File: src/sv/cple_pkg.sv
// shared constants, types and codes for the packed card list engine
package cple_pkg;

    // list geometry
    localparam int unsigned CAPACITY = 16;
    localparam int unsigned IDX_W    = $clog2(CAPACITY);
    localparam int unsigned CNT_W    = $clog2(CAPACITY + 1);

    typedef logic [IDX_W-1:0] idx_t;
    typedef logic [CNT_W-1:0] cnt_t;

    // request codes
    localparam logic [2:0] ACT_INSERT    = 3'd0;
    localparam logic [2:0] ACT_DELETE    = 3'd1;
    localparam logic [2:0] ACT_SEARCH    = 3'd2;
    localparam logic [2:0] ACT_READ      = 3'd3;
    localparam logic [2:0] ACT_OVERWRITE = 3'd4;
    localparam logic [2:0] ACT_CLEAR     = 3'd5;

    // status codes
    localparam logic [1:0] ST_DONE  = 2'd0;
    localparam logic [1:0] ST_FULL  = 2'd1;
    localparam logic [1:0] ST_RANGE = 2'd2;

    // one stored card
    typedef struct packed {
        logic [3:0] rank;
        logic [1:0] suit;
        logic [2:0] player;
    } entry_t;

    // controller to datapath commands
    typedef struct packed {
        logic load;
        logic exec;
    } ctl_cmd_t;

endpackage

File: src/sv/cple_ctrl.sv
// controller state machine: request transfer, execute cycle, result strobe
module cple_ctrl (
    input  logic               clk,
    input  logic               rst_n,
    input  logic               start,
    output logic               busy,
    output logic               done,
    output cple_pkg::ctl_cmd_t cmd
);

    typedef enum logic {
        S_IDLE,
        S_EXEC
    } state_t;

    state_t state_reg;
    state_t state_next;
    logic   done_reg;
    logic   done_next;

    // next state and strobe
    always_comb
    begin
        state_next = state_reg;
        done_next  = 1'b0;
        cmd.load   = 1'b0;
        cmd.exec   = 1'b0;
        case (state_reg)
            S_IDLE:
            begin
                if (start)
                begin
                    cmd.load   = 1'b1;
                    state_next = S_EXEC;
                end
            end
            S_EXEC:
            begin
                cmd.exec   = 1'b1;
                done_next  = 1'b1;
                state_next = S_IDLE;
            end
            default:
            begin
                state_next = S_IDLE;
            end
        endcase
    end

    // state and registered outputs
    always_ff @(posedge clk or negedge rst_n)
    begin
        if (!rst_n)
        begin
            state_reg <= S_IDLE;
            done_reg  <= 1'b0;
        end
        else
        begin
            state_reg <= state_next;
            done_reg  <= done_next;
        end
    end

    assign busy = (state_reg != S_IDLE);
    assign done = done_reg;

`ifndef SYNTHESIS
    a_exec_then_done: assert property (@(posedge clk) disable iff (!rst_n)
        cmd.exec |=> done)
        else $error("execute cycle not followed by result strobe");
    a_accept_then_busy: assert property (@(posedge clk) disable iff (!rst_n)
        start && !busy |=> busy && !done)
        else $error("accepted request did not enter execute");
    a_done_after_exec: assert property (@(posedge clk) disable iff (!rst_n)
        done |-> !busy && $past(cmd.exec))
        else $error("result strobe without execute cycle");
`endif

endmodule

File: src/sv/cple_dp.sv
// datapath: request register, row of card cells, count and result registers
module cple_dp (
    input  logic               clk,
    input  logic               rst_n,
    input  cple_pkg::ctl_cmd_t cmd,
    input  logic [2:0]         action,
    input  logic [3:0]         index,
    input  logic [3:0]         card_rank,
    input  logic [1:0]         card_suit,
    input  logic [2:0]         player_id,
    output logic               found,
    output logic [3:0]         out_rank,
    output logic [1:0]         out_suit,
    output logic [2:0]         out_player,
    output logic [4:0]         list_length,
    output logic [1:0]         status
);

    // latched request
    logic [2:0]       act_reg;
    cple_pkg::idx_t   idx_reg;
    cple_pkg::entry_t card_reg;

    // list storage
    cple_pkg::entry_t cell_reg  [cple_pkg::CAPACITY];
    cple_pkg::entry_t cell_next [cple_pkg::CAPACITY];
    cple_pkg::cnt_t   count_reg;
    cple_pkg::cnt_t   count_next;

    // results
    logic             found_reg;
    logic             found_next;
    cple_pkg::entry_t rd_reg;
    cple_pkg::entry_t rd_next;
    logic [1:0]       status_reg;
    logic [1:0]       status_next;

    logic [cple_pkg::CAPACITY-1:0] hit;
    cple_pkg::cnt_t                idx_ext;
    logic                          full;
    logic                          in_range;
    logic                          do_insert;
    logic                          do_delete;
    logic                          do_write;

    assign idx_ext  = cple_pkg::cnt_t'(idx_reg);
    assign full     = (count_reg == cple_pkg::cnt_t'(cple_pkg::CAPACITY));
    assign in_range = (idx_ext < count_reg);

    // request decode and result fields
    always_comb
    begin
        count_next  = count_reg;
        found_next  = 1'b0;
        rd_next     = '0;
        status_next = cple_pkg::ST_DONE;
        do_insert   = 1'b0;
        do_delete   = 1'b0;
        do_write    = 1'b0;
        case (act_reg)
            cple_pkg::ACT_INSERT:
            begin
                if (full)
                    status_next = cple_pkg::ST_FULL;
                else if (idx_ext > count_reg)
                    status_next = cple_pkg::ST_RANGE;
                else
                begin
                    do_insert  = 1'b1;
                    count_next = count_reg + 1'b1;
                end
            end
            cple_pkg::ACT_DELETE:
            begin
                if (!in_range)
                    status_next = cple_pkg::ST_RANGE;
                else
                begin
                    do_delete  = 1'b1;
                    count_next = count_reg - 1'b1;
                end
            end
            cple_pkg::ACT_SEARCH:
            begin
                found_next = |hit;
            end
            cple_pkg::ACT_READ:
            begin
                if (!in_range)
                    status_next = cple_pkg::ST_RANGE;
                else
                    rd_next = cell_reg[idx_reg];
            end
            cple_pkg::ACT_OVERWRITE:
            begin
                if (!in_range)
                    status_next = cple_pkg::ST_RANGE;
                else
                    do_write = 1'b1;
            end
            cple_pkg::ACT_CLEAR:
            begin
                count_next = '0;
            end
            default:
            begin
                count_next = count_reg;
            end
        endcase
    end

    // per cell compare and shift
    for (genvar j = 0; j < cple_pkg::CAPACITY; j++)
    begin : g_cell
        localparam cple_pkg::idx_t POS = cple_pkg::idx_t'(j);
        cple_pkg::entry_t lower;
        cple_pkg::entry_t upper;

        if (j == 0)
        begin : g_first
            assign lower = cell_reg[0];
        end
        else
        begin : g_lower
            assign lower = cell_reg[j-1];
        end

        if (j == cple_pkg::CAPACITY - 1)
        begin : g_last
            assign upper = cell_reg[j];
        end
        else
        begin : g_upper
            assign upper = cell_reg[j+1];
        end

        assign hit[j] = (cple_pkg::cnt_t'(j) < count_reg)
                        && (cell_reg[j].rank == card_reg.rank)
                        && (cell_reg[j].suit == card_reg.suit);

        always_comb
        begin
            cell_next[j] = cell_reg[j];
            if (do_insert && POS > idx_reg)
                cell_next[j] = lower;
            else if ((do_insert || do_write) && POS == idx_reg)
                cell_next[j] = card_reg;
            else if (do_delete && POS >= idx_reg)
                cell_next[j] = upper;
        end
    end

    // request capture
    always_ff @(posedge clk)
    begin
        if (cmd.load)
        begin
            act_reg       <= action;
            idx_reg       <= index;
            card_reg.rank <= card_rank;
            card_reg.suit <= card_suit;
            card_reg.player <= player_id;
        end
    end

    // cell row and result payload
    always_ff @(posedge clk)
    begin
        if (cmd.exec)
        begin
            cell_reg   <= cell_next;
            found_reg  <= found_next;
            rd_reg     <= rd_next;
            status_reg <= status_next;
        end
    end

    // entry count
    always_ff @(posedge clk or negedge rst_n)
    begin
        if (!rst_n)
            count_reg <= '0;
        else if (cmd.exec)
            count_reg <= count_next;
    end

    assign found       = found_reg;
    assign out_rank    = rd_reg.rank;
    assign out_suit    = rd_reg.suit;
    assign out_player  = rd_reg.player;
    assign list_length = count_reg;
    assign status      = status_reg;

`ifndef SYNTHESIS
    a_count_bound: assert property (@(posedge clk) disable iff (!rst_n)
        count_reg <= cple_pkg::cnt_t'(cple_pkg::CAPACITY))
        else $error("entry count beyond capacity");
    a_refused_keeps_count: assert property (@(posedge clk) disable iff (!rst_n)
        cmd.exec && status_next != cple_pkg::ST_DONE |=> $stable(count_reg))
        else $error("refused request changed the count");
    a_idle_keeps_count: assert property (@(posedge clk) disable iff (!rst_n)
        !cmd.exec |=> $stable(count_reg))
        else $error("count changed outside execute cycle");
`endif

endmodule

File: src/sv/packed_card_list_engine.sv
// top level of the packed card list engine: controller plus datapath
// sequence: a request taken at one edge executes in the next cycle; done is high
//   in the cycle after the execute cycle, for exactly one cycle
// requests: a new request is taken only in the idle state, not during the execute
//   cycle of the controller; shifts and compares cover all cells at once
// reset: rst_n clears the controller and the entry count; cell contents stay
//   undefined until written; results cannot be stalled by the receiver
module packed_card_list_engine (
    input  logic       clk,
    input  logic       rst_n,
    input  logic       start,
    output logic       busy,
    output logic       done,
    input  logic [2:0] action,
    input  logic [3:0] index,
    input  logic [3:0] card_rank,
    input  logic [1:0] card_suit,
    input  logic [2:0] player_id,
    output logic       found,
    output logic [3:0] out_rank,
    output logic [1:0] out_suit,
    output logic [2:0] out_player,
    output logic [4:0] list_length,
    output logic [1:0] status
);

    cple_pkg::ctl_cmd_t cmd;

    // sequencing
    cple_ctrl u_ctrl (
        .clk   (clk),
        .rst_n (rst_n),
        .start (start),
        .busy  (busy),
        .done  (done),
        .cmd   (cmd)
    );

    // list storage and result fields
    cple_dp u_dp (
        .clk         (clk),
        .rst_n       (rst_n),
        .cmd         (cmd),
        .action      (action),
        .index       (index),
        .card_rank   (card_rank),
        .card_suit   (card_suit),
        .player_id   (player_id),
        .found       (found),
        .out_rank    (out_rank),
        .out_suit    (out_suit),
        .out_player  (out_player),
        .list_length (list_length),
        .status      (status)
    );

endmodule

File: config.mk
export PLATFORM = sky130hd
export DESIGN_NAME = packed_card_list_engine
export DESIGN_NICKNAME = d
export VERILOG_FILES = /design/src/sv/cple_pkg.sv /design/src/sv/cple_ctrl.sv /design/src/sv/cple_dp.sv /design/src/sv/packed_card_list_engine.sv
export SDC_FILE = /design/constraint.sdc
export NUM_CORES = 1
export LEC_CHECK = 0
export BUFFER_PORTS_ARGS = -buffer_cell sky130_fd_sc_hd__clkbuf_2
export CAP_MARGIN = 20
export CORE_MARGIN = 3
export CORE_UTILIZATION = 50
export DETAILED_ROUTE_END_ITERATION = 10
export GPL_TIMING_DRIVEN = 0
export PLACE_DENSITY = 0.66
export SLEW_MARGIN = 10
export SYNTH_ARGS = -nofsm -noshare
export SYNTH_HDL_FRONTEND = slang
export SYNTH_SLANG_ARGS = --single-unit
File: constraint.sdc
create_clock -name clk -period 3.8 [get_ports clk]
set_input_delay 0.19 -clock clk [delete_from_list [all_inputs] [get_ports clk]]
set_output_delay 0.19 -clock clk [all_outputs]
set_load 0.005 [all_outputs]
==> impl_metrics.tcl <==
set metrics [dict create \
    wire_per_inst_um 27.2 \
    synth.area.top_cells "edfxtp_1, mux4_2, mux2i_1" \
    fmax_mhz 269 \
    ys_seq_area_frac 0.449 \
    placed_cell_area_mm2 0.0125 \
    grt_pass1_vias 9404 \
    drt_first_pass_iters 6 \
    antenna_found_initial 0 \
    synth_top_family_by_area "compound AO/OA/AOI/OAI gates" \
    hold_class "in2async" \
    leakage_nw 4.33 \
    synth.area.mux_share 0.132 \
    numCtsBuffers 17 \
    fill_cells 2060 \
    synth_xor_area_frac 0.0707 \
    maxCapViolations 0 \
    crit_type "reg2reg" \
    max-vdd-ir-drop_mv 0.307 \
    drive_gt1_frac 0.184 \
    synthDistinctLibCells 64 \
    syn-instance-count 1118 \
    dieHeight_um 160 \
    grt_use_total 0.319 \
    finalHoldViolCount 0 \
    cts.path.max_buffers 2 \
    synth.most_common_cell "edfxtp_1" \
    regArea_mm2 0.00534 \
    antenna_left 0 \
    rsz0062_at_grt "false" \
    drtIter0Drc 1517 \
    dp_cells 1468 \
    worst_setup_path_end_kind "register" \
    synth_top_area_share 0.434 \
    slew_viol_final 0 \
    yosys.area_share.simple 0.142 \
    clk-insertion-delay-late_ns 0.45 \
    slowest_delay_ns 0.71 \
    clkTransAtPathRegs_ns 0.06 \
    crit_required_ns 3.87 \
    place_congestion 1.08 \
    status "finished clean" \
    start_util 0.517 \
    worstPathMaxFanout 9 \
    io_pins 38 \
    cp_cell_sequence "clkbuf_2, inv_1, ha_1, nor2b_1, o21ba_2, nor2_1, nand3_1, a31oi_2" \
    routed_wl_mm 41.2 \
    layoutNonFillerInstCount 1514 \
    synth.ff_latch_count 179 \
    multi_input_area_mm2 0.00611 \
    worst_pin_slew_ns 1.05 \
    cpMaxStageDelayCell "nor2_1" \
    synth_nets 1145 \
    vias 9986 \
    num_rows 55 \
    synth_area_mm2 0.0119 \
    holdWs_ns 0.118 \
    postLayoutCoreUtil 0.575 \
    h-tree-depth 4 \
    grt_start_max_net_pins 19 \
    cts_sinks 179 \
    ys.flop_type "edfxtp_1" \
    fin_nets 1218 \
    cts_tree "built" \
    period_needed_ns 3.72 \
    slew_headroom 0.300 \
    avgSynthCellArea_um2 10.6 \
    place.port_buffers 37 \
    grt_overflow 0 \
    async_reset_ff_frac 0.0391 \
    worst_setup_path_start_kind "register" \
    yosysTopAreaCell "edfxtp_1" \
    largest_reg_flops 144 \
    die-area_mm2 0.0257 \
    die_w_um 160 \
    grt_first_pass_wirelength_mm 61.3 \
    min_period_over_period 0.979 \
    p_per_area_mw_per_mm2 423 \
    place_hpwl_mm 31.0 \
    cts-root-buf "clkbuf_16" \
    n_antenna_cell 0 \
    core_region_area_mm2 0.0230 \
    synth_commonest_cells "edfxtp_1, nor2_1, a21oi_1" \
    finalSetupViolCount 0 \
    synth_edf_count 172 \
    fin_skew_ns 0.0169 \
    avgViaCountPerCell 6.60 \
    drc_errors 0 \
    area_growth_pct 11.1 \
    crit_arrival_ns 3.79 \
    synth_compound_area_frac 0.156 \
    synth-adder-area-share 0.00842 \
    pre_cts_ws_ns -0.340 \
    final.setup.worst_slack_ns 0.0788 \
    yosys_warnings 0 \
    postLayoutCellArea_mm2 0.0132 \
]
==> cell type report <==
type                       count  area share
clock inverter                11     0.00635
tap                          313      0.0297
buffer                        90      0.0329
multi-input combinational    833       0.463
sequential                   179       0.404
inverter                      16     0.00455
timing repair buffer          54      0.0269
clock buffer                  18      0.0325
==> through the flow <==
| step | total power [mW] | TNS, ns |
|---|---|---|
| final | 5.59 | 0 |
| after global routing | 5.75 | 0 |
| after CTS | 5.52 | 0 |
| after detailed placement | 3.91 | -21.74 |
| after global placement | 3.90 | -18.80 |
| after floorplan | 3.42 | 0 |
==> what timing repair did <==
action                                 4_1_cts  5_1_grt
setup endpoints to repair                   90       45
buffers inserted                             0        0
hold buffers                                17        0
resized for setup                            6        5
endpoints found under the hold margin       23        0
==> path summary, 6_finish.rpt <==
path                                                 startpoint                               to  slack [ns]  cells after the start
min in group clk                                          start            u_ctrl.busy$_DFF_PN0_        0.21                      2
max in group asynchronous                                 rst_n            u_ctrl.done$_DFF_PN0_        3.52                      2
worst max register to register  u_dp.list_length[1]$_DFFE_PN0P_      u_dp.cell_reg[23]$_DFFE_PP_        0.08                      8
worst min register to register       u_dp.cell_reg[9]$_DFFE_PP_       u_dp.cell_reg[0]$_DFFE_PP_        0.63                      1
worst max-delay path            u_dp.list_length[1]$_DFFE_PN0P_      u_dp.cell_reg[23]$_DFFE_PP_        0.08                      8
worst min-delay path                                      rst_n  u_dp.list_length[0]$_DFFE_PN0P_        0.12                      2
==> routing by layer <==
layer,vias up,global-route usage,part of all wire
met1,4755,0.471,0.42
met5,-,0,0
li1,4417,-,-
met4,0,0.166,0.056
met2,718,0.436,0.40
met3,96,0.0747,0.13
==> where the power goes <==
group          switching (mW)  internal [mW]
clock                   0.790          0.830
sequential              0.149           2.29
combinational            1.02          0.519
==> critical path: cells and delay by family (launching register included) <==
family | cells | cell delay [ns]
AND/OR/NAND/NOR | 3 | 1.15
AO/OA/AOI/OAI | 2 | 0.88
buffers and inverters | 2 | 0.57
flip-flops | 1 | 0.38
adder cells (fa/ha/maj) | 1 | 0.38
==> placed cells by master (no fill, tap or decap), drive strengths merged, types with 7 or more instances in the layout <==
cell type / instances
a221oi: 9
xor2: 38
edfxtp: 172
nor4: 23
dlygate4sd3: 17
nor2b: 13
nand4: 20
dfrtp: 7
a21oi: 107
xnor2: 58
a22oi: 38
mux2: 36
ha: 8
mux4: 27
inv: 17
nor3: 8
nor2: 136
nand3: 27
nand2: 67
clkbuf: 92
a31oi: 32
o21ai: 34
mux2i: 56
o21a: 7
buf: 53
a32oi: 27
o32ai: 9
==> kinds of logic (layout without fill, tap and decap cells) <==
logic type | count (synthesis) | after routing
AND/OR/NAND/NOR | 326 | 326
XOR/XNOR | 96 | 96
buffers and inverters | 106 | 189
adder cells (fa/ha/maj) | 8 | 8
AO/OA/AOI/OAI | 284 | 284
multiplexers | 119 | 119
flip-flops | 179 | 179
No activity file was read; power rests on OpenSTA's default activity.
